`src/rtl/register_allocation_map_assert.svh`:
```
// Assertion macros for the register allocation map top level.
`ifndef REGISTER_ALLOCATION_MAP_ASSERT_SVH
`define REGISTER_ALLOCATION_MAP_ASSERT_SVH

// Checked only while out of reset.
`define RMAP_ASSERT(label, prop, msg) \
    label: assert property (@(posedge aclk) disable iff (!aresetn) prop) else $error(msg);

// Checked on every edge, reset included.
`define RMAP_ASSERT_ALWAYS(label, prop, msg) \
    label: assert property (@(posedge aclk) prop) else $error(msg);

`endif

```
`src/rtl/rmap_pkg.sv`:
```
// Package for the register allocation map: transfer types, codes and the pool table.
`default_nettype none

package rmap_pkg;

    // Operand kinds
    localparam logic [1:0] KindUse     = 2'd0;
    localparam logic [1:0] KindDefine  = 2'd1;
    localparam logic [1:0] KindEnd     = 2'd2;
    localparam logic [1:0] KindIgnored = 2'd3;   // passes through untouched

    // Result error codes
    localparam logic [2:0] ErrOk             = 3'd0;
    localparam logic [2:0] ErrNotAlloc       = 3'd1;
    localparam logic [2:0] ErrNotAllocatable = 3'd2;
    localparam logic [2:0] ErrRemap          = 3'd3;
    localparam logic [2:0] ErrNoFree         = 3'd4;
    localparam logic [2:0] ErrLive           = 3'd5;

    localparam logic [3:0] NoSlot  = 4'd15;
    localparam int         PoolMax = 31;
    localparam int         PoolIdxW = 5;

    // ABI x-register numbers at the pool's anchor points
    localparam logic [4:0] RvA0 = 5'd10;
    localparam logic [4:0] RvA7 = 5'd17;
    localparam logic [4:0] RvT0 = 5'd5;
    localparam logic [4:0] RvT6 = 5'd31;

    typedef struct packed {
        logic [1:0]  kind;
        logic        is_virtual;
        logic [15:0] reg_number;
        logic        last_use;
    } rmap_in_t;

    typedef struct packed {
        logic [15:0] mapped_reg;
        logic [3:0]  slot;
        logic [2:0]  error;
    } rmap_out_t;

    // Match results of one lookup pass over the slots; lowest slot wins.
    typedef struct packed {
        logic                free_hit;
        logic [PoolIdxW-1:0] free_idx;
        logic                virt_hit;
        logic [PoolIdxW-1:0] virt_idx;
        logic                phys_hit;
        logic [PoolIdxW-1:0] phys_idx;
        logic                phys_busy;
        logic                live_hit;
        logic [PoolIdxW-1:0] live_idx;
    } rmap_search_t;

    // Slot -> x-register: a0-a7, t0-t6, then s2-s11, s1, s0, x1..x4.
    function automatic logic [4:0] pool_xreg(input logic [PoolIdxW-1:0] idx);
        logic [4:0] x;
        case (idx)
            5'd0:  x = RvA0;   5'd1:  x = 5'd11;  5'd2:  x = 5'd12;  5'd3:  x = 5'd13;
            5'd4:  x = 5'd14;  5'd5:  x = 5'd15;  5'd6:  x = 5'd16;  5'd7:  x = RvA7;
            5'd8:  x = RvT0;   5'd9:  x = 5'd6;   5'd10: x = 5'd7;   5'd11: x = 5'd28;
            5'd12: x = 5'd29;  5'd13: x = 5'd30;  5'd14: x = RvT6;   5'd15: x = 5'd18;
            5'd16: x = 5'd19;  5'd17: x = 5'd20;  5'd18: x = 5'd21;  5'd19: x = 5'd22;
            5'd20: x = 5'd23;  5'd21: x = 5'd24;  5'd22: x = 5'd25;  5'd23: x = 5'd26;
            5'd24: x = 5'd27;  5'd25: x = 5'd9;   5'd26: x = 5'd8;   5'd27: x = 5'd1;
            5'd28: x = 5'd2;   5'd29: x = 5'd3;   5'd30: x = 5'd4;
            default: x = 5'd0;
        endcase
        return x;
    endfunction

endpackage

`default_nettype wire

```
`src/rtl/rmap_search.sv`:
```
// Parallel slot lookup: first free, virtual owner, physical slot, first live.
`default_nettype none

module rmap_search #(
    parameter int NUM_SLOTS = 15,
    parameter int VREG_BITS = 16
) (
    input  wire logic [NUM_SLOTS-1:0] owner_valid,
    input  wire logic [NUM_SLOTS-1:0] owner_virt,
    input  wire logic [VREG_BITS-1:0] owner_num [NUM_SLOTS],
    input  wire logic [VREG_BITS-1:0] vnum,
    input  wire logic [15:0]          reg_number,
    output rmap_pkg::rmap_search_t    found
);
    import rmap_pkg::*;

    logic phys_range;

    assign phys_range = (reg_number[15:5] == '0);

    // Walk high to low so the lowest matching slot is left standing.
    always_comb begin
        found = '0;
        for (int i = NUM_SLOTS - 1; i >= 0; i--) begin
            if (!owner_valid[i]) begin
                found.free_hit = 1'b1;
                found.free_idx = PoolIdxW'(i);
            end
            if (owner_valid[i] && owner_virt[i] && owner_num[i] == vnum) begin
                found.virt_hit = 1'b1;
                found.virt_idx = PoolIdxW'(i);
            end
            if (phys_range && pool_xreg(PoolIdxW'(i)) == reg_number[4:0]) begin
                found.phys_hit  = 1'b1;
                found.phys_idx  = PoolIdxW'(i);
                found.phys_busy = owner_valid[i];
            end
            if (owner_valid[i]) begin
                found.live_hit = 1'b1;
                found.live_idx = PoolIdxW'(i);
            end
        end
    end

endmodule

`default_nettype wire

```
`src/rtl/register_allocation_map.sv`:
```
// Register allocation map top level: operand pipeline, slot owner state, result register.
//
// Local register allocator over a pool of NUM_SLOTS physical registers (a0-a7, t0-t6 by
// default). Each s_ transfer is one operand: a use rewrites a virtual register to the
// physical register that owns it (kill frees it), a define takes the lowest free slot or
// claims a named physical slot (a dead flag frees the lowest slot it then owns), and a
// block end reports the lowest still-owned slot and clears the pool. Each operand yields
// exactly one m_ transfer. Throughput is one operand per cycle while m_ready is high. The
// whole lookup (free-slot priority encoder, virtual owner match, physical slot match)
// plus the state update sits between the operand register and the result register, and
// the owner state is updated as an operand leaves the operand register, so the next
// operand always sees it. Slot valid bits reset to free at once; there is no clearing
// pass. An operand that reports an error (other than live at block end) changes no
// state. s_ready drops only when both registers are full and m_ready is low.
`default_nettype none

module register_allocation_map #(
    parameter int NUM_SLOTS = 15,
    parameter int VREG_BITS = 16
) (
    input  wire logic                aclk,
    input  wire logic                aresetn,
    input  wire logic                s_valid,
    output logic                     s_ready,
    input  wire rmap_pkg::rmap_in_t  s_payload,
    output logic                     m_valid,
    input  wire logic                m_ready,
    output rmap_pkg::rmap_out_t      m_payload
);
    import rmap_pkg::*;

`include "register_allocation_map_assert.svh"

    localparam int IdxW  = (NUM_SLOTS > 1) ? $clog2(NUM_SLOTS) : 1;
    localparam int KeepW = (VREG_BITS < 16) ? VREG_BITS : 16;

    // Pipeline registers
    logic      in_valid_reg, in_valid_next;
    rmap_in_t  in_reg;
    logic      out_valid_reg, out_valid_next;
    rmap_out_t out_reg;
    logic      advance;

    // Slot owner state
    logic [NUM_SLOTS-1:0] valid_reg, valid_next;
    logic [NUM_SLOTS-1:0] virt_reg;
    logic [VREG_BITS-1:0] num_reg [NUM_SLOTS];

    // Lookup and decision
    logic [VREG_BITS-1:0] vnum;
    rmap_search_t         found;
    rmap_out_t            res;
    logic                 skip;
    logic                 clr_all;
    logic                 set_en, set_virt;
    logic                 clr_en;
    logic [PoolIdxW-1:0]  set_idx, clr_idx;

    assign advance = in_valid_reg && (!out_valid_reg || m_ready);
    assign s_ready = !in_valid_reg || advance;
    assign m_valid = out_valid_reg;
    assign m_payload = out_reg;

    assign vnum = VREG_BITS'(in_reg.reg_number[KeepW-1:0]);

    rmap_search #(
        .NUM_SLOTS (NUM_SLOTS),
        .VREG_BITS (VREG_BITS)
    ) u_search (
        .owner_valid (valid_reg),
        .owner_virt  (virt_reg),
        .owner_num   (num_reg),
        .vnum        (vnum),
        .reg_number  (in_reg.reg_number),
        .found       (found)
    );

    // Physical ids above x31 and the unused kind pass through untouched.
    assign skip = (in_reg.kind == KindIgnored)
               || (!in_reg.is_virtual && in_reg.reg_number[15:5] != '0);

    always_comb begin
        res      = '{mapped_reg: in_reg.reg_number, slot: NoSlot, error: ErrOk};
        clr_all  = 1'b0;
        set_en   = 1'b0;
        set_virt = 1'b0;
        set_idx  = found.free_idx;
        clr_en   = 1'b0;
        clr_idx  = found.virt_idx;
        priority if (in_reg.kind == KindEnd) begin
            res.mapped_reg = '0;
            clr_all        = 1'b1;
            if (found.live_hit) begin
                res.slot  = found.live_idx[3:0];
                res.error = ErrLive;
            end
        end else if (skip) begin
            // pass-through, defaults hold
        end else if (in_reg.kind == KindUse) begin
            if (in_reg.is_virtual) begin
                if (!found.virt_hit) begin
                    res.error = ErrNotAlloc;
                end else begin
                    res.mapped_reg = 16'(pool_xreg(found.virt_idx));
                    res.slot       = found.virt_idx[3:0];
                    clr_en         = in_reg.last_use;
                end
            end else begin
                clr_idx = found.phys_idx;
                priority if (in_reg.last_use && !found.phys_hit) begin
                    res.error = ErrNotAllocatable;
                end else if (in_reg.last_use && !found.phys_busy) begin
                    res.error = ErrNotAlloc;
                end else if (found.phys_hit) begin
                    res.mapped_reg = 16'(pool_xreg(found.phys_idx));
                    res.slot       = found.phys_idx[3:0];
                    clr_en         = in_reg.last_use;
                end else begin
                    // physical register outside the pool, no kill: passes through
                end
            end
        end else begin
            // define
            if (in_reg.is_virtual) begin
                if (!found.free_hit) begin
                    res.error = ErrNoFree;
                end else begin
                    res.mapped_reg = 16'(pool_xreg(found.free_idx));
                    res.slot       = found.free_idx[3:0];
                    set_virt       = 1'b1;
                    // dead define frees the lowest slot owned by this virtual,
                    // which is the new slot itself unless an older one sits lower
                    if (!in_reg.last_use) begin
                        set_en = 1'b1;
                    end else if (found.virt_hit && found.virt_idx < found.free_idx) begin
                        set_en = 1'b1;
                        clr_en = 1'b1;
                    end
                end
            end else begin
                set_idx = found.phys_idx;
                priority if (!found.phys_hit) begin
                    res.error = ErrNotAllocatable;
                end else if (found.phys_busy) begin
                    res.error = ErrRemap;
                end else begin
                    res.mapped_reg = 16'(pool_xreg(found.phys_idx));
                    res.slot       = found.phys_idx[3:0];
                    set_en         = !in_reg.last_use;
                end
            end
        end
    end

    // Owner valid bits
    always_comb begin
        valid_next = valid_reg;
        if (advance) begin
            if (clr_all) begin
                valid_next = '0;
            end else begin
                if (set_en) begin
                    valid_next[set_idx[IdxW-1:0]] = 1'b1;
                end
                if (clr_en) begin
                    valid_next[clr_idx[IdxW-1:0]] = 1'b0;
                end
            end
        end
    end

    // Handshake control
    always_comb begin
        in_valid_next = in_valid_reg;
        if (s_valid && s_ready) begin
            in_valid_next = 1'b1;
        end else if (advance) begin
            in_valid_next = 1'b0;
        end
        out_valid_next = out_valid_reg;
        if (advance) begin
            out_valid_next = 1'b1;
        end else if (m_ready) begin
            out_valid_next = 1'b0;
        end
    end

    always_ff @(posedge aclk) begin
        if (!aresetn) begin
            in_valid_reg  <= 1'b0;
            out_valid_reg <= 1'b0;
            valid_reg     <= '0;
        end else begin
            in_valid_reg  <= in_valid_next;
            out_valid_reg <= out_valid_next;
            valid_reg     <= valid_next;
        end
    end

    // Payload registers, no reset
    always_ff @(posedge aclk) begin
        if (s_valid && s_ready) begin
            in_reg <= s_payload;
        end
        if (advance) begin
            out_reg <= res;
        end
        if (advance && !clr_all && set_en) begin
            virt_reg[set_idx[IdxW-1:0]] <= set_virt;
            num_reg[set_idx[IdxW-1:0]]  <= vnum;
        end
    end

    // Checks
    `RMAP_ASSERT(a_end_clears, advance && in_reg.kind == KindEnd |=> valid_reg == '0, "block end left a slot owned")
    `RMAP_ASSERT(a_end_result, advance && in_reg.kind == KindEnd |=> m_valid && m_payload.mapped_reg == '0, "block end result not shown")
    `RMAP_ASSERT(a_err_no_change, advance && in_reg.kind != KindEnd && res.error != ErrOk |=> $stable(valid_reg), "error step changed slot state")
    `RMAP_ASSERT(a_set_clr_apart, advance && set_en && clr_en |-> set_idx != clr_idx, "same slot set and freed")
    `RMAP_ASSERT_ALWAYS(a_reset_idle, !aresetn |=> !m_valid && valid_reg == '0, "reset left state behind")

endmodule

`default_nettype wire

```
`config.mk`:
```
export PLATFORM = sky130hd
export DESIGN_NAME = register_allocation_map
export DESIGN_NICKNAME = d
export VERILOG_FILES = /design/src/rtl/rmap_pkg.sv /design/src/rtl/rmap_search.sv /design/src/rtl/register_allocation_map.sv
export VERILOG_INCLUDE_DIRS = /design/src /design/src/rtl
export SDC_FILE = /design/constraint.sdc
export NUM_CORES = 1
export LEC_CHECK = 0
export BUFFER_PORTS_ARGS = -buffer_cell sky130_fd_sc_hd__buf_2
export CORE_ASPECT_RATIO = 0.8
export CORE_UTILIZATION = 40
export DETAILED_ROUTE_END_ITERATION = 16
export PLACE_DENSITY = 0.54
export SYNTH_ARGS = -nofsm -noshare
export SYNTH_HDL_FRONTEND = slang
export SYNTH_SLANG_ARGS = --single-unit
```
`constraint.sdc`:
```
create_clock -name aclk -period 7.9 [get_ports aclk]
set_input_delay 0.395 -clock aclk [delete_from_list [all_inputs] [get_ports aclk]]
set_output_delay 0.395 -clock aclk [all_outputs]
set_load 0.03 [all_outputs]
```
==> out/results.tsv, run 1 <==
stage	metric	value	unit
sta	final.setup.tns	0	ns
global_routing	grt_start_max_net_pins	54	
sta	hold_viol_final	0	
die	die_area	42400	µm²
synthesis	async_flop_share	0	%
sta	rsz0062_at_grt	false	
layout	largest_reg_flops	240	
worst_setup_path	critPathMaxFanout	19	
sta	tightest_slew	1.10	ns
clocking	cts.clk_slew.worst_paths	0.06	ns
die	num_io_pins	49	
worst_setup_path	crit_top_cell	a21oi_1	
synthesis	yosys_warnings	0	
synthesis	postSynthCellCount	1374	
synthesis	synth_edf_count	298	
clocking	root_buffer	clkbuf_16	
power_and_ir_drop	peakVddDrop	0.218	mV
routing	drt-initial-drc-count	1009	
synthesis	syn-mean-instance-area	12.1	µm²
clocking	clockBufferDepth	3	
global_routing	antenna_found_initial	0	
layout	diodes	0	
layout	areaGrowthSynthToFinish	12.2	%
routing	drc	0	
sta	final-max-slew-violation-count	0	
clocking	htree_levels	2	
synthesis	synth_common_cells	298 x edfxtp_1, 195 x xor2_1, 88 x nand2_1	
sta	fmaxAchievable	166	MHz
worst_setup_path	crit_slowest_cell	edfxtp_1	
clocking	hold_buffers	0	
clocking	post-cts-setup-buffer-count	0	
sta	maxSlewHeadroom	26.8	%
worst_setup_path	critPathBufInv	1	
synthesis	syn_nets	1416	
worst_setup_path	r2r_slack	1.88	ns
worst_setup_path	end_kind	register	
die	die_w	230	µm
worst_setup_path	crit_family	simple AND/OR/NAND/NOR gates	
power_and_ir_drop	p_leak	6.28	nW
worst_setup_path	rr_endpoint	num_reg[202]$_DFFE_PP_	
global_routing	grt_pass1_vias	11100	
synthesis	ys_seq_area_share	55.9	%
layout	fillers	3784	
global_routing	grt_first_pass_wirelength	71700	µm
worst_hold_path	worstHoldPathType	primary input to register	
sta	fin_crit_sh	76.2	%
synthesis	yosysMostFrequentCell	edfxtp_1	
sta	finClkSkew	0.0169	ns
layout	drive_gt1_share	13.1	%
clocking	cts_made_buffers	35	
power_and_ir_drop	p_per_area	207	nW/µm²
synthesis	synth_top_cells_by_area	edfxtp_1 54%, xor2_1 10%, xnor2_1 2.6%, nor4_1 2.4%, dfxtp_1 2.0%	
worst_setup_path	ff2ff_path_depth	15	
synthesis	yosysUniqueCellTypes	96	
place	place.gp.congestion	0.979	
worst_hold_path	holdPathStages	1	
synthesis	synth_top_area_cell	edfxtp_1	
worst_setup_path	max_stage_delay	0.83	ns
die	core-area	40800	µm²
synthesis	syn_area	16600	µm²
clocking	cts_resized	0	
worst_setup_path	r2r-start	vnum[12]$_DFFE_PP_	
routing	routed_wirelength	48200	µm
place	port-buffer-count	48	
clocking	cts_tree	built	
status	run_status	completed	
sta	whs	0.0386	ns
global_routing	grt-ovfl-total	0	
sta	finalCriticalPeriod	6.02	ns
routing	drt_pass1_iterations	6	
synthesis	synth.top_cell.area_share	53.9	%
die	placementRows	66	
worst_setup_path	critPathRequiredTime	8.05	ns
synthesis	synth_seq_cells	315	
worst_setup_path	crit_chain	buf_4, xor2_1, or4_1, nor3_1, a22oi_1, o211ai_1, a21oi_1, ha_1, a21o_1, a21oi_1, nand2_1, o21ai_1, nor2b_1, nand4_1, nor2_2	
job	drv_cap	0	
sta	setup_viol	0	
routing	wl_per_cell	24.0	µm
routing	dr_total_vias	11500	
worst_setup_path	critPathArrivalTime	6.17	ns
routing	viasPerCell	5.71	
clocking	numClockSinks	315	
die	start_util	40.7	%
synthesis	synth_ff_type	edfxtp_1	
clocking	insertion_delay	0.54	ns
routing	antenna_left	0	
worst_hold_path	min-delay-start	s_payload[3]	
worst_setup_path	critical_path_class	register to register	
worst_hold_path	hold_end	vnum[2]$_DFFE_PP_	
place	dp_hpwl	33700	µm
global_routing	grt_usage	22.8	%
die	die_h	184	µm
worst_setup_path	cp-start-kind	register	
layout	nets	1477	
power breakdown:
| group | internal [mW] | switching [mW] |
|---|---|---|
| registers | 1.84 | 0.0236 |
| clock network | 1.04 | 0.696 |
| logic | 0.0805 | 0.174 |
| total | 2.96 | 0.893 |
layout make-up:
class | instances | area, µm² | area share (%)
Timing Repair Buffer | 90 | 581 | 3.12
Clock inverter | 19 | 241 | 1.30
Sequential cell | 315 | 9290 | 49.9
Inverter | 31 | 116 | 0.624
Multi-Input combinational cell | 962 | 6760 | 36.3
Tap cell | 544 | 681 | 3.65
Clock buffer | 45 | 966 | 5.18
routing by layer:
| metal | part of all wire [%] | vias to the layer above | routed length, µm | GRT usage, % |
|---|---|---|---|---|
| met2 | 42 | 465 | 20200 | 33.4 |
| met5 | 0 | - | 0 | 0 |
| met4 | 2.6 | 0 | 1260 | 6.57 |
| met3 | 7.5 | 85 | 3620 | 4.53 |
| met1 | 48 | 5610 | 23100 | 34.0 |
| li1 | - | 5294 | - | - |
kinds of logic after synthesis:
group / Yosys count / share of synthesized area, %
and+or+nand+nor: 483 / 16.5
buffers and inverters: 97 / 3.50
DFF: 315 / 55.9
xor gates and xnor gates: 245 / 12.9
muxes: 17 / 1.12
adders and majority gates: 18 / 1.36
AOI/OAI and AO/OA: 199 / 8.71
worst max path at each step:
stage | from | slack [ns] | end | cells past startpoint
after floorplan | vnum[7]$_DFFE_PP_ | 2.43 | num_reg[112]$_DFFE_PP_ | 17
after global placement | vnum[14]$_DFFE_PP_ | 2.02 | num_reg[93]$_DFFE_PP_ | 16
after detailed placement | vnum[14]$_DFFE_PP_ | 1.98 | num_reg[203]$_DFFE_PP_ | 15
after CTS | vnum[14]$_DFFE_PP_ | 1.95 | num_reg[147]$_DFFE_PP_ | 16
after global routing | vnum[14]$_DFFE_PP_ | 1.39 | num_reg[202]$_DFFE_PP_ | 15
final | vnum[12]$_DFFE_PP_ | 1.88 | num_reg[202]$_DFFE_PP_ | 15
cells in the final DEF, fill, tap and decap left out, drive strengths merged, types with 11 or more instances in the layout:
cell type	synthesis	layout
nor4b	13	13
nor4	63	63
nand4b	11	11
and2	21	21
or4	17	17
a211oi	12	12
xnor2	50	50
dfxtp	17	17
o211ai	13	13
a31oi	11	11
nor2	84	84
xor2	195	195
o21ai	41	41
ha	18	18
inv	30	33
clkinv	1	12
buf	46	90
edfxtp	298	298
nand3	37	37
a21oi	41	41
nand2	88	88
nor3	54	54
clkbuf	20	45
or3	12	12
nand4	23	23
mux2i	13	13
nor2b	12	12
worst register-to-register path, stage by stage, from the launching register on:
cell	delay [ns]
edfxtp_1	0.83
buf_4	0.43
xor2_1	0.14
or4_1	0.54
nor3_1	0.55
a22oi_1	0.24
o211ai_1	0.26
a21oi_1	0.28
ha_1	0.36
a21o_1	0.15
a21oi_1	0.15
nand2_1	0.09
o21ai_1	0.15
nor2b_1	0.37
nand4_1	0.28
nor2_2	0.80
metrics by stage:
stage	instances	setup WS, ns	total power, mW	instance area (µm²)	util, %
after detailed placement	1942	1.98	2.15	17400	42.7
after global placement	1942	2.02	2.15	17400	42.7
after global routing	2006	1.39	3.96	18600	45.7
after CTS	2006	1.95	3.89	18600	45.7
final	2006	1.88	3.85	18600	45.7
after floorplan	1374	2.43	2.07	16600	-
Note: power is estimated with default switching activity, not from simulation.
==> inputs of run 2 (changes only) <==
Settings changed: ABC_AREA from default to 1, PLACE_DENSITY 0.54 to 0.56.
Clock period 7.9 ns to 5.5 ns, I/O delays scaled along.
==> run 2 against run 1 <==
Compared with the run above: die area increased by 7.9%; wire length rose by 25%; final cell count is 34% higher; highest routed layer unchanged; design area rose by 9.1%; count of clock-buffer cells in the layout down 4; clock skew is 0.0032 ns lower; hold slack worse by 0.012 ns; via count up 33%; maximum frequency up 19%; worst setup slack worse by 1.4 ns; critical path depth is 8 higher.
==> out/results.tsv, run 2 <==
stage	metric	value	unit
sta	finalCriticalPeriod	5.06	ns
global_routing	grt_first_pass_wirelength	90300	µm
global_routing	grt_use_met3	4.07	%
die	num_io_pins	49	
clocking	numClockSinks	315	
sta	tightest_slew	0.956	ns
synthesis	synth_top_area_cell	edfxtp_1	
die	start_util	40.5	%
global_routing	gr-max-usage-layer	met1	
clocking	htree_levels	2	
layout	final_cell_mix	428 x nand2_1, 298 x edfxtp_1, 201 x inv_1, 185 x nor2_1, 104 x o21ai_0	
sta	rsz0062_at_grt	false	
synthesis	synth_seq_cells	315	
layout	final_common_cell	nand2_1	
routing	viasPerCell	5.67	
layout	areaGrowthSynthToFinish	13.3	%
die	die_h	191	µm
clocking	insertion_delay	0.53	ns
place	port-buffer-count	48	
synthesis	synth_common_cells	428 x nand2_1, 298 x edfxtp_1, 201 x inv_1	
layout	drive_gt1_share	13.8	%
worst_hold_path	min-delay-start	s_valid	
global_routing	antenna_found_initial	3	
worst_setup_path	crit_chain	inv_2, buf_4, nand2_1, nand2_1, nor3_1, nand3_1, nor2_1, inv_1, nand2_1, o21ai_0, nand2_1, nand2_1, inv_1, ha_1, a21oi_1, nor2_1, nor3_2, nand2_1, nand2_1, nand2_1, nand2_4, nand4_1, inv_1	
synthesis	syn_area	17900	µm²
global_routing	grt.met1_usage	40.3	%
synthesis	yosysUniqueCellTypes	63	
place	place.gp.congestion	0.951	
clocking	cts_made_buffers	36	
synthesis	synth_edf_count	298	
clocking	hold_buffers	21	
synthesis	ys_seq_area_share	51.8	%
sta	hold_viol_final	0	
routing	drt_pass1_iterations	5	
synthesis	yosys_warnings	0	
routing	routed_wirelength	60400	µm
clocking	cts_resized	0	
worst_setup_path	critPathRequiredTime	5.65	ns
synthesis	synth.top_cell.area_share	49.9	%
layout	fillers	4176	
synthesis	synth_ff_type	edfxtp_1	
layout	diodes	0	
synthesis	async_flop_share	0	%
global_routing	grt_util_met2	38.8	%
worst_setup_path	critPathMaxFanout	22	
routing	antenna_left	0	
clocking	post-cts-setup-buffer-count	0	
layout	largest_reg_flops	240	
worst_setup_path	end_kind	register	
power_and_ir_drop	p_per_area	276	nW/µm²
die	core-area	44300	µm²
sta	fmaxAchievable	198	MHz
die	die_w	239	µm
place	dp_hpwl	40000	µm
worst_setup_path	cp-start-kind	register	
routing	wl_per_cell	22.5	µm
synthesis	synth_top_cells_by_area	edfxtp_1 50%, nand2_1 9.0%, inv_1 4.2%, nor2_1 3.9%, o21ai_0 2.9%	
power_and_ir_drop	p_leak	7.89	nW
routing	dr_total_vias	15200	
worst_setup_path	r2r-start	vnum[15]$_DFFE_PP_	
global_routing	grt_pass1_vias	14400	
job	drv_cap	0	
clocking	cts.clk_slew.worst_paths	0.06	ns
layout	nets	2101	
sta	final-max-slew-violation-count	0	
die	die_area	45700	µm²
synthesis	syn-mean-instance-area	9.07	µm²
synthesis	syn_nets	2021	
sta	final.setup.tns	0	ns
worst_setup_path	crit_top_cell	nand2_1	
clocking	cts_tree	built	
sta	finClkSkew	0.0137	ns
clocking	root_buffer	clkbuf_16	
worst_setup_path	critPathArrivalTime	5.21	ns
global_routing	grt_usage	26.6	%
global_routing	grt_start_max_net_pins	44	
worst_setup_path	critical_path_class	register to register	
worst_setup_path	crit_slowest_cell	inv_1	
routing	drc	0	
status	run_status	completed	
sta	maxSlewHeadroom	35.7	%
worst_hold_path	worstHoldPathType	primary input to register	
routing	drt-initial-drc-count	1870	
sta	setup_viol	0	
sta	fin_crit_sh	91.9	%
power_and_ir_drop	finalPower	5.60	mW
die	placementRows	69	
global_routing	grt-ovfl-total	0	
synthesis	yosysMostFrequentCell	nand2_1	
worst_setup_path	crit_path_start	vnum[15]$_DFFE_PP_	
worst_setup_path	max_stage_delay	0.57	ns
synthesis	postSynthCellCount	1979	
clocking	clockBufferDepth	3	
power_and_ir_drop	peakVddDrop	0.270	mV
[run 2: kinds of logic (layout without fill, tap and decap cells)]
kind of cell | Yosys count | after routing | synth area share, %
AOI/OAI and AO/OA | 323 | 323 | 11.1
buffers and inverters | 308 | 414 | 7.73
xor gates and xnor gates | 53 | 53 | 2.59
adders and majority gates | 18 | 18 | 1.26
DFF | 315 | 315 | 51.8
and+or+nand+nor | 962 | 962 | 25.6
[run 2: per-layer routing]
metal	wire length, µm	vias up
met5	0	-
met4	1740	0
met3	5210	112
met2	25100	718
met1	28300	7337
li1	-	7077
[run 2: worst paths after layout]
kind                            cells after the start                        end  slack, ns
worst max-delay path                               23     num_reg[181]$_DFFE_PP_       0.44
worst min-delay path                                3  in_valid_reg$_SDFFE_PN0P_       0.03
worst max register to register                     23     num_reg[181]$_DFFE_PP_       0.44
worst min register to register                      2       m_valid$_SDFFE_PN0P_       0.51
[run 2: final cells by class]
cell class	count	area, µm²	area share [%]
sequential	315	9290	45.7
inverter	228	861	4.24
clock buffer	41	941	4.63
multi-input combinational	1356	7280	35.8
clock inverter	23	251	1.24
tap	603	754	3.71
timing repair buffer	122	948	4.67
[run 2: per-stage QoR]
step	hold slack, ns	cells	worst slack, ns	cell area, µm²	util (%)
global placement	0.451	2603	0.524	18900	42.7
finish	0.0269	2688	0.444	20300	45.9
detailed placement	0.453	2603	0.604	18900	42.7
CTS	0.00619	2688	0.587	20300	45.9
floorplan	0.374	1979	0.770	17900	-
global route	0.0577	2688	0.0671	20300	45.9
[run 2: report_power, final]
| part | switching (mW) | internal [mW] | leakage [nW] | total, mW |
|---|---|---|---|---|
| logic | 0.348 | 0.130 | 4.46 | 0.478 |
| clock network | 0.998 | 1.47 | 0.576 | 2.47 |
| registers | 0.0151 | 2.64 | 2.86 | 2.66 |
[run 2: worst max-delay path, delay by kind of cell, from the launching register on]
kind                       cells  cell delay, ns
buffers and inverters          5            1.60
DFF                            1            0.40
and+or+nand+nor               15            1.61
AOI/OAI and AO/OA              2            0.71
adders and majority gates      1            0.32
